`config.mk`:
```
export PLATFORM = sky130hd
export DESIGN_NAME = ipv4_checksum_fixer
export DESIGN_NICKNAME = d
export VERILOG_FILES = /design/src/hdl/ipcf_pkg.sv /design/src/hdl/ipv4_checksum_fixer.sv /design/src/hdl/ipcf_front.sv /design/src/hdl/ipcf_queue.sv /design/src/hdl/ipcf_back.sv
export SDC_FILE = /design/constraint.sdc
export NUM_CORES = 1
export LEC_CHECK = 0
export BUFFER_PORTS_ARGS = -buffer_cell sky130_fd_sc_hd__buf_2
export CAP_MARGIN = 20
export CORE_UTILIZATION = 58
export CTS_CLUSTER_DIAMETER = 40
export DETAILED_ROUTE_END_ITERATION = 10
export PLACE_DENSITY = 0.77
export SETUP_SLACK_MARGIN = 0.3
export SLEW_MARGIN = 15
export SYNTH_ARGS = -nofsm -noshare
export SYNTH_HDL_FRONTEND = slang
export SYNTH_SLANG_ARGS = --single-unit
```
`constraint.sdc`:
```
create_clock -name clk -period 7.3 [get_ports clk]
set_clock_uncertainty 0.2 [all_clocks]
set_input_delay 0.365 -clock clk [delete_from_list [all_inputs] [get_ports clk]]
set_output_delay 0.365 -clock clk [all_outputs]
set_load 0.05 [all_outputs]
```
`src/hdl/ipcf_pkg.sv`:
```
package ipcf_pkg;

    // Protocol numbers and size limits used by the classifier.
    localparam logic [7:0]  PROTO_TCP        = 8'd6;
    localparam logic [7:0]  PROTO_UDP        = 8'd17;
    localparam logic [15:0] MIN_HDR_BYTES    = 16'd20;
    localparam logic [15:0] TCP_HDR_BYTES    = 16'd20;
    localparam logic [15:0] UDP_HDR_BYTES    = 16'd8;
    localparam logic [3:0]  IP_VERSION       = 4'd4;
    localparam logic [3:0]  MIN_IHL          = 4'd5;
    localparam logic [15:0] CNT_MAX          = 16'hFFFF;
    localparam logic [15:0] UDP_CK_ALL_ONES  = 16'hFFFF;

    // Header byte offsets with special meaning.
    localparam logic [15:0] OFS_TLEN_HI      = 16'd2;
    localparam logic [15:0] OFS_TLEN_LO      = 16'd3;
    localparam logic [15:0] OFS_PROTO        = 16'd9;
    localparam logic [15:0] OFS_IPCK_HI      = 16'd10;
    localparam logic [15:0] OFS_IPCK_LO      = 16'd11;
    localparam logic [15:0] OFS_ADDR_FIRST   = 16'd12;
    localparam logic [15:0] OFS_ADDR_END     = 16'd20;

    // L4 checksum field offsets inside the L4 header.
    localparam logic [15:0] TCP_CK_HI        = 16'd16;
    localparam logic [15:0] TCP_CK_LO        = 16'd17;
    localparam logic [15:0] UDP_CK_HI        = 16'd6;
    localparam logic [15:0] UDP_CK_LO        = 16'd7;

    // Packet status codes.
    typedef enum logic [3:0] {
        ST_IP_ONLY   = 4'd0,
        ST_TCP       = 4'd1,
        ST_UDP       = 4'd2,
        ST_L4_SHORT  = 4'd3,
        ST_TRUNC     = 4'd4,
        ST_NOT_IPV4  = 4'd5,
        ST_BAD_IHL   = 4'd6,
        ST_BAD_TLEN  = 4'd7,
        ST_HW        = 4'd8
    } status_t;

    // Per-packet summary handed from the front end to the back end.
    typedef struct packed {
        status_t      status;
        logic [23:0]  hdr_sum;
        logic [31:0]  pay_sum;
        logic [15:0]  l4_len;
    } rec_t;

endpackage

```
`src/hdl/ipv4_checksum_fixer.sv`:
```
// Channel    Direction  Handshake            Payload
// input      in         push / full          data_byte, last_byte, offload_pending
// result     out        empty / pop          status, ip_checksum, l4_checksum
// config     in         cfg_valid / cfg_ready cfg_data (force_software)
//
// One packet byte is taken per cycle while full is low; it adds into the header sum,
// the payload sum, both or neither. A packet's result then passes the summary queue,
// the first fold stage and the output stage, each registered, while the result side is free.
// Reset is asynchronous and clears all counters and valid bits at once, with no clearing pass.
// full rises only when QUEUE_DEPTH summaries fill the queue behind two held results,
// and then every byte waits until the result side takes a word.
module ipv4_checksum_fixer
#(
    parameter int QUEUE_DEPTH = 4
)
(
    input  logic         clk,
    input  logic         rst_n,
    input  logic         push,
    output logic         full,
    input  logic [7:0]   data_byte,
    input  logic         last_byte,
    input  logic         offload_pending,
    output logic         empty,
    input  logic         pop,
    output logic [3:0]   status,
    output logic [15:0]  ip_checksum,
    output logic [15:0]  l4_checksum,
    input  logic         cfg_valid,
    output logic         cfg_ready,
    input  logic         cfg_data
);

    logic            accept;
    logic            rec_push;
    ipcf_pkg::rec_t  rec_in;
    ipcf_pkg::rec_t  rec_out;
    logic            q_full;
    logic            q_empty;
    logic            q_pop;

    assign full      = q_full;
    assign accept    = push && !q_full;
    assign cfg_ready = 1'b1;

    // Front end: byte accumulation and packet classification.
    ipcf_front u_front
    (
        .clk             (clk),
        .rst_n           (rst_n),
        .accept          (accept),
        .data_byte       (data_byte),
        .last_byte       (last_byte),
        .offload_pending (offload_pending),
        .cfg_we          (cfg_valid),
        .cfg_data        (cfg_data),
        .rec_push        (rec_push),
        .rec             (rec_in)
    );

    // Summary queue between the two halves.
    ipcf_queue #(.DEPTH(QUEUE_DEPTH)) u_queue
    (
        .clk     (clk),
        .rst_n   (rst_n),
        .wr      (rec_push),
        .wr_data (rec_in),
        .rd      (q_pop),
        .rd_data (rec_out),
        .q_full  (q_full),
        .q_empty (q_empty)
    );

    // Back end: checksum folding and result register.
    ipcf_back u_back
    (
        .clk         (clk),
        .rst_n       (rst_n),
        .q_empty     (q_empty),
        .q_rec       (rec_out),
        .q_pop       (q_pop),
        .pop         (pop),
        .empty       (empty),
        .status      (status),
        .ip_checksum (ip_checksum),
        .l4_checksum (l4_checksum)
    );

endmodule

```
`src/hdl/ipcf_front.sv`:
```
module ipcf_front
(
    input  logic              clk,
    input  logic              rst_n,
    input  logic              accept,
    input  logic [7:0]        data_byte,
    input  logic              last_byte,
    input  logic              offload_pending,
    input  logic              cfg_we,
    input  logic              cfg_data,
    output logic              rec_push,
    output ipcf_pkg::rec_t    rec
);

    logic        force_reg;
    logic [15:0] cnt_reg;
    logic [7:0]  hi_reg;
    logic [23:0] hsum_reg;
    logic [31:0] psum_reg;
    logic [3:0]  ihl_reg;
    logic [3:0]  ver_reg;
    logic [15:0] tlen_reg;
    logic [7:0]  proto_reg;
    logic        offl_reg;

    logic        first;
    logic [3:0]  ihl_c;
    logic [3:0]  ver_c;
    logic        offl_c;
    logic [7:0]  hi_c;
    logic [15:0] tlen_c;
    logic [7:0]  proto_c;
    logic [15:0] hdr16;
    logic [15:0] part;
    logic        not_sat;
    logic        in_hdr;
    logic        in_l4;
    logic [15:0] off;
    logic        is_ck;
    logic        add_hdr;
    logic        add_pay;
    logic [15:0] cnt_c;
    logic [23:0] hsum_c;
    logic [31:0] psum_c;
    logic [15:0] l4_len;
    ipcf_pkg::status_t st;

    // Header fields as seen after this byte.
    always_comb
    begin
        first   = (cnt_reg == 16'd0);
        ihl_c   = first ? data_byte[3:0] : ihl_reg;
        ver_c   = first ? data_byte[7:4] : ver_reg;
        offl_c  = first ? offload_pending : offl_reg;
        hi_c    = (cnt_reg == ipcf_pkg::OFS_TLEN_HI) ? data_byte : hi_reg;
        tlen_c  = (cnt_reg == ipcf_pkg::OFS_TLEN_LO) ? {hi_reg, data_byte} : tlen_reg;
        proto_c = (cnt_reg == ipcf_pkg::OFS_PROTO) ? data_byte : proto_reg;
        hdr16   = {10'd0, ihl_c, 2'b00};
    end

    // Decide where this byte goes in the two running sums.
    always_comb
    begin
        part    = cnt_reg[0] ? {8'h00, data_byte} : {data_byte, 8'h00};
        not_sat = (cnt_reg != ipcf_pkg::CNT_MAX);
        in_hdr  = (cnt_reg < hdr16);
        in_l4   = !in_hdr && (cnt_reg < tlen_c);
        off     = cnt_reg - hdr16;
        is_ck   = ((proto_c == ipcf_pkg::PROTO_TCP) &&
                   ((off == ipcf_pkg::TCP_CK_HI) || (off == ipcf_pkg::TCP_CK_LO))) ||
                  ((proto_c == ipcf_pkg::PROTO_UDP) &&
                   ((off == ipcf_pkg::UDP_CK_HI) || (off == ipcf_pkg::UDP_CK_LO)));
        add_hdr = not_sat && in_hdr &&
                  (cnt_reg != ipcf_pkg::OFS_IPCK_HI) && (cnt_reg != ipcf_pkg::OFS_IPCK_LO);
        add_pay = not_sat &&
                  ((in_hdr && (cnt_reg >= ipcf_pkg::OFS_ADDR_FIRST) &&
                    (cnt_reg < ipcf_pkg::OFS_ADDR_END)) ||
                   (in_l4 && !is_ck));
        cnt_c   = not_sat ? (cnt_reg + 16'd1) : cnt_reg;
        hsum_c  = add_hdr ? (hsum_reg + {8'd0, part}) : hsum_reg;
        psum_c  = add_pay ? (psum_reg + {16'd0, part}) : psum_reg;
        l4_len  = tlen_c - hdr16;
    end

    // Classify the packet on its last byte; checks are taken in order.
    always_comb
    begin
        priority if (cnt_c < ipcf_pkg::MIN_HDR_BYTES)
            st = ipcf_pkg::ST_TRUNC;
        else if (ver_c != ipcf_pkg::IP_VERSION)
            st = ipcf_pkg::ST_NOT_IPV4;
        else if (ihl_c < ipcf_pkg::MIN_IHL)
            st = ipcf_pkg::ST_BAD_IHL;
        else if (cnt_c < hdr16)
            st = ipcf_pkg::ST_TRUNC;
        else if (tlen_c < hdr16)
            st = ipcf_pkg::ST_BAD_TLEN;
        else if (cnt_c < tlen_c)
            st = ipcf_pkg::ST_TRUNC;
        else if (!force_reg && offl_c)
            st = ipcf_pkg::ST_HW;
        else if (proto_c == ipcf_pkg::PROTO_TCP)
            st = (l4_len < ipcf_pkg::TCP_HDR_BYTES) ? ipcf_pkg::ST_L4_SHORT : ipcf_pkg::ST_TCP;
        else if (proto_c == ipcf_pkg::PROTO_UDP)
            st = (l4_len < ipcf_pkg::UDP_HDR_BYTES) ? ipcf_pkg::ST_L4_SHORT : ipcf_pkg::ST_UDP;
        else
            st = ipcf_pkg::ST_IP_ONLY;
    end

    // The summary word for the back end.
    assign rec_push    = accept && last_byte;
    assign rec.status  = st;
    assign rec.hdr_sum = hsum_c;
    assign rec.pay_sum = psum_c;
    assign rec.l4_len  = l4_len;

    // Configuration register.
    always_ff @(posedge clk or negedge rst_n)
    begin
        if (!rst_n)
            force_reg <= 1'b0;
        else if (cfg_we)
            force_reg <= cfg_data;
    end

    // Per-packet state, cleared after the last byte.
    always_ff @(posedge clk or negedge rst_n)
    begin
        if (!rst_n)
        begin
            cnt_reg   <= '0;
            hi_reg    <= '0;
            hsum_reg  <= '0;
            psum_reg  <= '0;
            ihl_reg   <= '0;
            ver_reg   <= '0;
            tlen_reg  <= '0;
            proto_reg <= '0;
            offl_reg  <= 1'b0;
        end
        else if (accept)
        begin
            if (last_byte)
            begin
                cnt_reg   <= '0;
                hi_reg    <= '0;
                hsum_reg  <= '0;
                psum_reg  <= '0;
                ihl_reg   <= '0;
                ver_reg   <= '0;
                tlen_reg  <= '0;
                proto_reg <= '0;
                offl_reg  <= 1'b0;
            end
            else
            begin
                cnt_reg   <= cnt_c;
                hi_reg    <= hi_c;
                hsum_reg  <= hsum_c;
                psum_reg  <= psum_c;
                ihl_reg   <= ihl_c;
                ver_reg   <= ver_c;
                tlen_reg  <= tlen_c;
                proto_reg <= proto_c;
                offl_reg  <= offl_c;
            end
        end
    end

endmodule

```
`src/hdl/ipcf_queue.sv`:
```
module ipcf_queue
#(
    parameter int DEPTH = 4
)
(
    input  logic              clk,
    input  logic              rst_n,
    input  logic              wr,
    input  ipcf_pkg::rec_t    wr_data,
    input  logic              rd,
    output ipcf_pkg::rec_t    rd_data,
    output logic              q_full,
    output logic              q_empty
);

    localparam int AW = (DEPTH > 1) ? $clog2(DEPTH) : 1;
    localparam int CW = $clog2(DEPTH + 1);
    localparam logic [AW-1:0] LAST_PTR = AW'(DEPTH - 1);
    localparam logic [CW-1:0] FULL_CNT = CW'(DEPTH);

    ipcf_pkg::rec_t  slot_reg [DEPTH];
    logic [AW-1:0]   wp_reg;
    logic [AW-1:0]   rp_reg;
    logic [CW-1:0]   cnt_reg;
    logic            do_wr;
    logic            do_rd;

    assign q_full  = (cnt_reg == FULL_CNT);
    assign q_empty = (cnt_reg == '0);
    assign do_wr   = wr && !q_full;
    assign do_rd   = rd && !q_empty;
    assign rd_data = slot_reg[rp_reg];

    // Storage slots.
    always_ff @(posedge clk)
    begin
        if (do_wr)
            slot_reg[wp_reg] <= wr_data;
    end

    // Pointers and fill count.
    always_ff @(posedge clk or negedge rst_n)
    begin
        if (!rst_n)
        begin
            wp_reg  <= '0;
            rp_reg  <= '0;
            cnt_reg <= '0;
        end
        else
        begin
            if (do_wr)
                wp_reg <= (wp_reg == LAST_PTR) ? '0 : wp_reg + AW'(1);
            if (do_rd)
                rp_reg <= (rp_reg == LAST_PTR) ? '0 : rp_reg + AW'(1);
            if (do_wr && !do_rd)
                cnt_reg <= cnt_reg + CW'(1);
            else if (do_rd && !do_wr)
                cnt_reg <= cnt_reg - CW'(1);
        end
    end

endmodule

```
`src/hdl/ipcf_back.sv`:
```
module ipcf_back
(
    input  logic              clk,
    input  logic              rst_n,
    input  logic              q_empty,
    input  ipcf_pkg::rec_t    q_rec,
    output logic              q_pop,
    input  logic              pop,
    output logic              empty,
    output logic [3:0]        status,
    output logic [15:0]       ip_checksum,
    output logic [15:0]       l4_checksum
);

    logic                s1_v_reg;
    ipcf_pkg::status_t   s1_st_reg;
    logic [16:0]         s1_h_reg;
    logic [31:0]         s1_p_reg;
    logic                o_v_reg;
    ipcf_pkg::status_t   o_st_reg;
    logic [15:0]         o_ip_reg;
    logic [15:0]         o_l4_reg;

    logic                o_take;
    logic                s1_load;
    logic [31:0]         pseudo;
    logic [16:0]         h1;
    logic [16:0]         p1;
    logic [15:0]         p2;
    logic [15:0]         h2;
    logic [15:0]         l4_raw;
    logic [15:0]         ip_c;
    logic [15:0]         l4_c;

    // Pipeline flow: a stage moves when the one after it can take its word.
    assign o_take  = !o_v_reg || pop;
    assign s1_load = !s1_v_reg || o_take;
    assign q_pop   = s1_load && !q_empty;

    // First stage: pseudo header constants and first header fold.
    always_comb
    begin
        unique case (q_rec.status)
            ipcf_pkg::ST_TCP: pseudo = q_rec.pay_sum + {16'd0, q_rec.l4_len}
                                       + {24'd0, ipcf_pkg::PROTO_TCP};
            ipcf_pkg::ST_UDP: pseudo = q_rec.pay_sum + {16'd0, q_rec.l4_len}
                                       + {24'd0, ipcf_pkg::PROTO_UDP};
            default:          pseudo = q_rec.pay_sum;
        endcase
        h1 = {1'b0, q_rec.hdr_sum[15:0]} + {9'd0, q_rec.hdr_sum[23:16]};
    end

    // Second stage: finish the folds, invert, send a UDP checksum of zero as all ones, and zero what is not valid.
    always_comb
    begin
        p1     = {1'b0, s1_p_reg[15:0]} + {1'b0, s1_p_reg[31:16]};
        p2     = p1[15:0] + {15'd0, p1[16]};
        h2     = s1_h_reg[15:0] + {15'd0, s1_h_reg[16]};
        l4_raw = ~p2;
        unique case (s1_st_reg)
            ipcf_pkg::ST_TCP:
            begin
                ip_c = ~h2;
                l4_c = l4_raw;
            end
            ipcf_pkg::ST_UDP:
            begin
                ip_c = ~h2;
                l4_c = (l4_raw == 16'd0) ? ipcf_pkg::UDP_CK_ALL_ONES : l4_raw;
            end
            ipcf_pkg::ST_IP_ONLY, ipcf_pkg::ST_L4_SHORT:
            begin
                ip_c = ~h2;
                l4_c = 16'd0;
            end
            default:
            begin
                ip_c = 16'd0;
                l4_c = 16'd0;
            end
        endcase
    end

    // Stage data registers.
    always_ff @(posedge clk)
    begin
        if (s1_load)
        begin
            s1_st_reg <= q_rec.status;
            s1_h_reg  <= h1;
            s1_p_reg  <= pseudo;
        end
        if (o_take)
        begin
            o_st_reg <= s1_st_reg;
            o_ip_reg <= ip_c;
            o_l4_reg <= l4_c;
        end
    end

    // Stage valid bits.
    always_ff @(posedge clk or negedge rst_n)
    begin
        if (!rst_n)
        begin
            s1_v_reg <= 1'b0;
            o_v_reg  <= 1'b0;
        end
        else
        begin
            if (s1_load)
                s1_v_reg <= !q_empty;
            if (o_take)
                o_v_reg <= s1_v_reg;
        end
    end

    assign empty       = !o_v_reg;
    assign status      = o_st_reg;
    assign ip_checksum = o_ip_reg;
    assign l4_checksum = o_l4_reg;

endmodule

```
==> metrics, run 1 <==
run status completed; global route hottest layer met2; die width 228 um; Least-Margin Pin Slew 1210 ps; Slew headroom 0.185; post-CTS setup buffers 0; Yosys reg bits 516; fin crit period 6250 ps; final slew viol count 0; final WL 79.0 mm; max-cap viol count 0; fin util 0.658; Worst setup EP type register; RePlAce Congestion 0.914; R2R Setup Slk 1050 ps; GRT overflow 0; clock buffer depth 3; Int Power 9700 uW; clk sinks 516; worst stage delay on the critical path 660 ps; met2 usage in global routing 0.515; critical-path cell list nor4_2 -> and4_4 -> nand2_1 -> mux2i_1 -> inv_1 -> ha_1 -> inv_1 -> ha_1 -> nor2_1 -> a211oi_1 -> and4bb_2 -> mux2i_1 -> o32ai_1 -> nand3_1 -> or3_1 -> nand2_4 -> mux2_1; Psw 7390 uW; post-synth cell types 104; Final Hold Viols 0; Pre-antenna DRT Iters 6; final setup fails 0; Iteration-0 DRC Markers 2288; Rows 82; PnR Total Power 17100 uW; post-route antenna net violation count 0; diode count 0; post-synth top area share 0.398; Critical Path Start Type register; # H-tree levels 3; Period Utilization, post-route 0.857; crit path DAT 6380 ps; CTS Root Cell clkbuf_16; Reg-to-Reg End u_queue.slot_reg[3][16]; Syn Nets 2705; R2R cell count 17; met3 GRT Util 0.0446; share of layout cells above drive strength 1 0.137; EDFF count, synth 393; max reg flops 304; Final nets 2760; total vias in the final route 21900; setup TNS 0 ps; Worst Hold Depth 2; Hold Path End u_front.hi_reg[7]; CP max stage cell or3_1; Ports 55; clock slew at reported path FFs 60 ps; Synth Warn # 0; Avg WL per Cell 23.7 um; Initial Util 0.590; final hold slack 18.3 ps; delay-heaviest family, CP simple AND/OR/NAND/NOR gates; Die ar. 52000 um2; Port Buffers 53; RSZ-0062 raised after global routing no; Gates resized, CTS repair 0; VDD IR max 0.271 mV; clock share of power 0.203; synthesized cell area 29600 um2; commonest non-fill, non-tap cell in the layout edfxtp_1; Synth Flop Type edfxtp_1; critical path type reg -> reg; syn_area_per_cell 11.6 um2; vias per std cell 6.57; post-synthesis sequential area ratio 0.502; largest net degree at the start of global routing 84; Crit Path Max Fanout 14; share of async-settable or async-resettable flops after synthesis 0.238; top post-synthesis cells by area edfxtp_1 (40%), dfrtp_1 (10%), mux4_2 (5.8%), ha_1 (5.4%), xnor2_1 (3.8%); total CTS buffers 68; sw frac 0.433; post-route DRC violation count 0; number of global-route vias before repair 21700; CP bufs+invs 2; P per Cell Area 517 nW/um2; first-pass GRT wire length 123 mm; leakage power 0.0126 uW; Comb pwr share 0.519; Layout area overhead 11.5%; Hold WC Path Type in -> reg; Core ar. 50300 um2; CTS tree yes; largest area contributor in the synthesized netlist edfxtp_1; sequential share of power 0.278; Worst-Skew Late Latency 610 ps; Die Ht 228 um; Syn Inst Count 2556; CTS Hold Buffers Added 10; Worst Hold Launch data_byte[7]; WP data required 7420 ps; met1 usage 0.395; reg2reg start u_front.cnt_reg[8]; most frequent cells in the layout edfxtp_1 (393), nand2_1 (222), o21ai_0 (148), xnor2_1 (128), ha_1 (127); GRT Util Overall 0.304; hpwl dp 54.2 mm; f_max 160 MHz; initial antenna violation count 1
==> per-stage QoR <==
stage / setup slack (ps) / cell area (um2) / cells
6_report: 1050 / 33100 / 3337
5_1_grt: 635 / 33100 / 3337
4_1_cts: 1030 / 33100 / 3337
3_5_place_dp: 1050 / 30600 / 3203
3_3_place_gp: 1190 / 30600 / 3203
2_1_floorplan: 366 / 29600 / 2556
==> cell usage after synthesis, types with 17 or more instances <==
cell	n
or3_1	21
nand4_1	42
mux4_2	76
xor2_1	58
o21ai_0	148
o21a_1	19
nor3_1	66
dfrtp_1	123
xnor2_1	128
a211oi_1	17
inv_1	78
and2_1	56
clkbuf_1	72
and3_1	35
nor2b_1	38
a21o_1	35
a311o_1	18
a22oi_1	20
mux2i_1	27
a21oi_1	84
edfxtp_1	393
nor4_1	26
buf_2	19
o211ai_1	33
nor2_1	127
ha_1	127
nand3_1	76
nand2_1	223
a22o_1	30
==> worst reg2reg max path, delay by kind of cell, from the launching register on <==
| family | cells | cell delay, ps |
|---|---|---|
| AOI/OAI and AO/OA | 2 | 810 |
| buffers and inverters | 2 | 230 |
| muxes | 3 | 940 |
| adders and majority gates | 2 | 420 |
| and+or+nand+nor | 8 | 2830 |
| DFF | 1 | 530 |
==> layout make-up <==
class                   instances  area, um2
fillers                      3728      17200
inverters                      79        297
clock inverters                46        573
flip-flops and latches        516      14900
multi-input cells            1844      14000
clock buffers                  78       1820
repair buffers                102        661
well taps                     672        841
==> per-layer routing <==
layer  part of all wire  routed length [um]
met1               0.40               32000
met2               0.50               39200
met3              0.065                5170
met4              0.034                2650
met5                  0                   0
==> worst max-delay path by stage <==
stage / from / end / slack (ps) / cells past startpoint
final: u_front.cnt_reg[8] / u_queue.slot_reg[3][16] / 1050 / 17
after global routing: u_front.cnt_reg[8] / u_queue.slot_reg[0][16] / 630 / 17
after CTS: u_front.cnt_reg[8] / u_queue.slot_reg[3][16] / 1030 / 17
after detailed placement: u_front.cnt_reg[8] / u_queue.slot_reg[3][16] / 1050 / 17
after global placement: u_front.cnt_reg[8] / u_queue.slot_reg[0][17] / 1190 / 17
after floorplan: u_queue.rp_reg[0] / u_back.s1_p_reg[29] / 370 / 19
==> power groups by stage <==
stage	sequential [uW]	clock, uW	combinational [uW]
after floorplan	4680	0	6530
after global placement	4740	0	8310
after detailed placement	4780	0	8590
after CTS	4740	3510	8730
after global routing	4810	3610	9650
final	4750	3460	8870
==> logic make-up (layout without fill, tap and decap cells) <==
kind of cell	Yosys count	in the layout	synth area share
AOI/OAI and AO/OA	577	577	0.136
xor gates and xnor gates	186	186	0.0549
adders and majority gates	134	134	0.0580
buffers and inverters	196	305	0.0278
DFF	516	516	0.502
muxes	126	126	0.0756
other	1	1	0.000126
and+or+nand+nor	820	820	0.146
(Power assumes the default switching activity.)
==> run 2: changes to the inputs <==
- CORE_ASPECT_RATIO: unset -> 0.6
- REMOVE_ABC_BUFFERS: unset -> 1
==> run 2 against run 1 <==
Clock power is 18% lower; highest routed layer unchanged; critical endpoint is now u_back.s1_p_reg[16]; flip-flop and latch count is the same; global-route usage increased by 1.8 points; setup slack worse by 190 ps; fmax fell by 2.9%; die area about the same; core utilization is 0.43 points lower; critical path type unchanged; sequential power grew 1%; sequential share of layout area rose by 0.64 points; via count grew 2.3%; wire length increased by 4.8%; cell count is essentially flat.
==> metrics, run 2 (synthesis gave the netlist of run 1 again) <==
CP bufs+invs 1; Area after DPL 30700 um2; Crit. path cell count 13; setup TNS 0 ps; RSZ-0062 raised after global routing no; commonest non-fill, non-tap cell in the layout edfxtp_1; WP data required 7380 ps; final setup fails 0; Rows 63; initial antenna violation count 1; Worst-Skew Late Latency 600 ps; run status completed; CP max stage cell dfrtp_4; GRT overflow 0; post-route antenna net violation count 0; most frequent cells in the layout edfxtp_1 (393), nand2_1 (222), o21ai_0 (148), xnor2_1 (128), ha_1 (127); final cell count without fillers 3336; Finished Cell Area 32600 um2; post-CTS setup buffers 0; total CTS buffers 57; P per Cell Area 512 nW/um2; vias per std cell 6.72; Worst setup EP type register; delay-heaviest family, CP compound AO/OA/AOI/OAI gates; clock buffer depth 3; Pre-antenna DRT Iters 6; Layout area overhead 10.0%; Hold WC Path Type in -> reg; Critical Path Start Type register; CTS Root Cell clkbuf_16; GRT Util Overall 0.322; final hold slack 37.6 ps; Ports 55; met3 GRT Util 0.0952; diode count 0; fin crit period 6440 ps; f_max 155 MHz; final WL 82.8 mm; critical-path cell list mux4_2 -> ha_1 -> fa_1 -> a211oi_1 -> o21ai_1 -> a311o_1 -> o311ai_2 -> nand3_1 -> nor4_2 -> buf_4 -> nand3_1 -> xnor2_1 -> o221ai_1; final slew viol count 0; first-pass GRT wire length 127 mm; total vias in the final route 22400; CTS tree yes; max-cap viol count 0; share of layout cells above drive strength 1 0.133; met1 usage 0.495; Final Hold Viols 0; clk sinks 516; Slew headroom 0.245; most frequent CP cell nand3_1; Avg WL per Cell 24.8 um; RePlAce Congestion 0.960; global route hottest layer met1; critical path type reg -> reg; Crit Path Max Fanout 31; # H-tree levels 2; Port Buffers 53; Fillers 3718; Placed Cells incl. Taps 3223; worst stage delay on the critical path 860 ps; hpwl dp 58.3 mm; crit path DAT 6520 ps; Core ar. 49900 um2; met2 usage in global routing 0.447; largest net degree at the start of global routing 77; number of global-route vias before repair 21300; max reg flops 304; Iteration-0 DRC Markers 2992; Die Ht 177 um; Die ar. 52100 um2; Final nets 2758; R2R cell count 13; leakage power 0.0123 uW; clock slew at reported path FFs 70 ps; die width 294 um; post-route DRC violation count 0; Initial Util 0.594; Least-Margin Pin Slew 1130 ps; Worst Hold Depth 2; Period Utilization, post-route 0.882; VDD IR max 0.310 mV
-- run 2: cell types whose count changed in the layout (fill, tap and decap cells not counted), sizes merged --
cell         before  now
buf              92  105
bufinv            7    2
clkbuf           78   70
clkinv           25   15
clkinvlp          2    3
dlygate4sd3      10    5
inv              91   94
-- run 2: stage by stage --
step | utilization | total power, uW | setup WS [ps]
2_1_floorplan | - | 11100 | -278
3_3_place_gp | 0.615 | 13200 | 1090
3_5_place_dp | 0.615 | 13500 | 959
4_1_cts | 0.652 | 16400 | 934
5_1_grt | 0.654 | 17600 | 326
6_report | 0.654 | 16700 | 859
-- run 2: area by class of cell --
| class | instances | area [um2] | area share |
|---|---|---|---|
| tap | 682 | 853 | 0.0262 |
| inverter | 79 | 297 | 0.00909 |
| multi-input combinational | 1844 | 14000 | 0.430 |
| sequential | 516 | 14900 | 0.456 |
| clock inverter | 35 | 339 | 0.0104 |
| clock buffer | 69 | 1480 | 0.0454 |
| timing repair buffer | 111 | 741 | 0.0227 |
-- run 2: per-layer routing --
| layer | part of all wire | up-vias |
|---|---|---|
| li1 | - | 9952 |
| met1 | 0.45 | 11000 |
| met4 | 0.019 | 0 |
| met2 | 0.40 | 1272 |
| met5 | 0 | - |
| met3 | 0.13 | 155 |
-- run 2: worst register-to-register path: stages, from the launching register on --
cell and delay [ps]:
dfrtp_4 860, mux4_2 730, ha_1 270, fa_1 450, a211oi_1 510, o21ai_1 320, a311o_1 430, o311ai_2 160
nand3_1 290, nor4_2 310, buf_4 210, nand3_1 410, xnor2_1 270, o221ai_1 710
-- run 2: path summary, 6_finish.rpt --
kind | startpoint | end | slack, ps
worst max-delay path | u_queue.rp_reg[0] | u_back.s1_p_reg[16] | 860
worst min-delay path | data_byte[3] | u_front.hi_reg[3] | 40
worst max register to register | u_queue.rp_reg[0] | u_back.s1_p_reg[16] | 860
worst min register to register | u_back.s1_st_reg[2] | u_back.status[2] | 240
max in group asynchronous | rst_n | u_front.psum_reg[0] | 5530
min in group asynchronous | rst_n | u_front.psum_reg[31] | 140
-- run 2: where the power goes --
| part | switching, uW | leakage (uW) | internal [uW] |
|---|---|---|---|
| logic | 5730 | 0.00616 | 3330 |
| registers | 513 | 0.00530 | 4280 |
| clock network | 1270 | 0.000889 | 1560 |
-- run 2: repair_timing --
item | CTS | global route
setup endpoints to repair | 0 | 16
hold buffers | 5 | 0
endpoints found under the hold margin | 50 | 0
resized for setup | 0 | 1
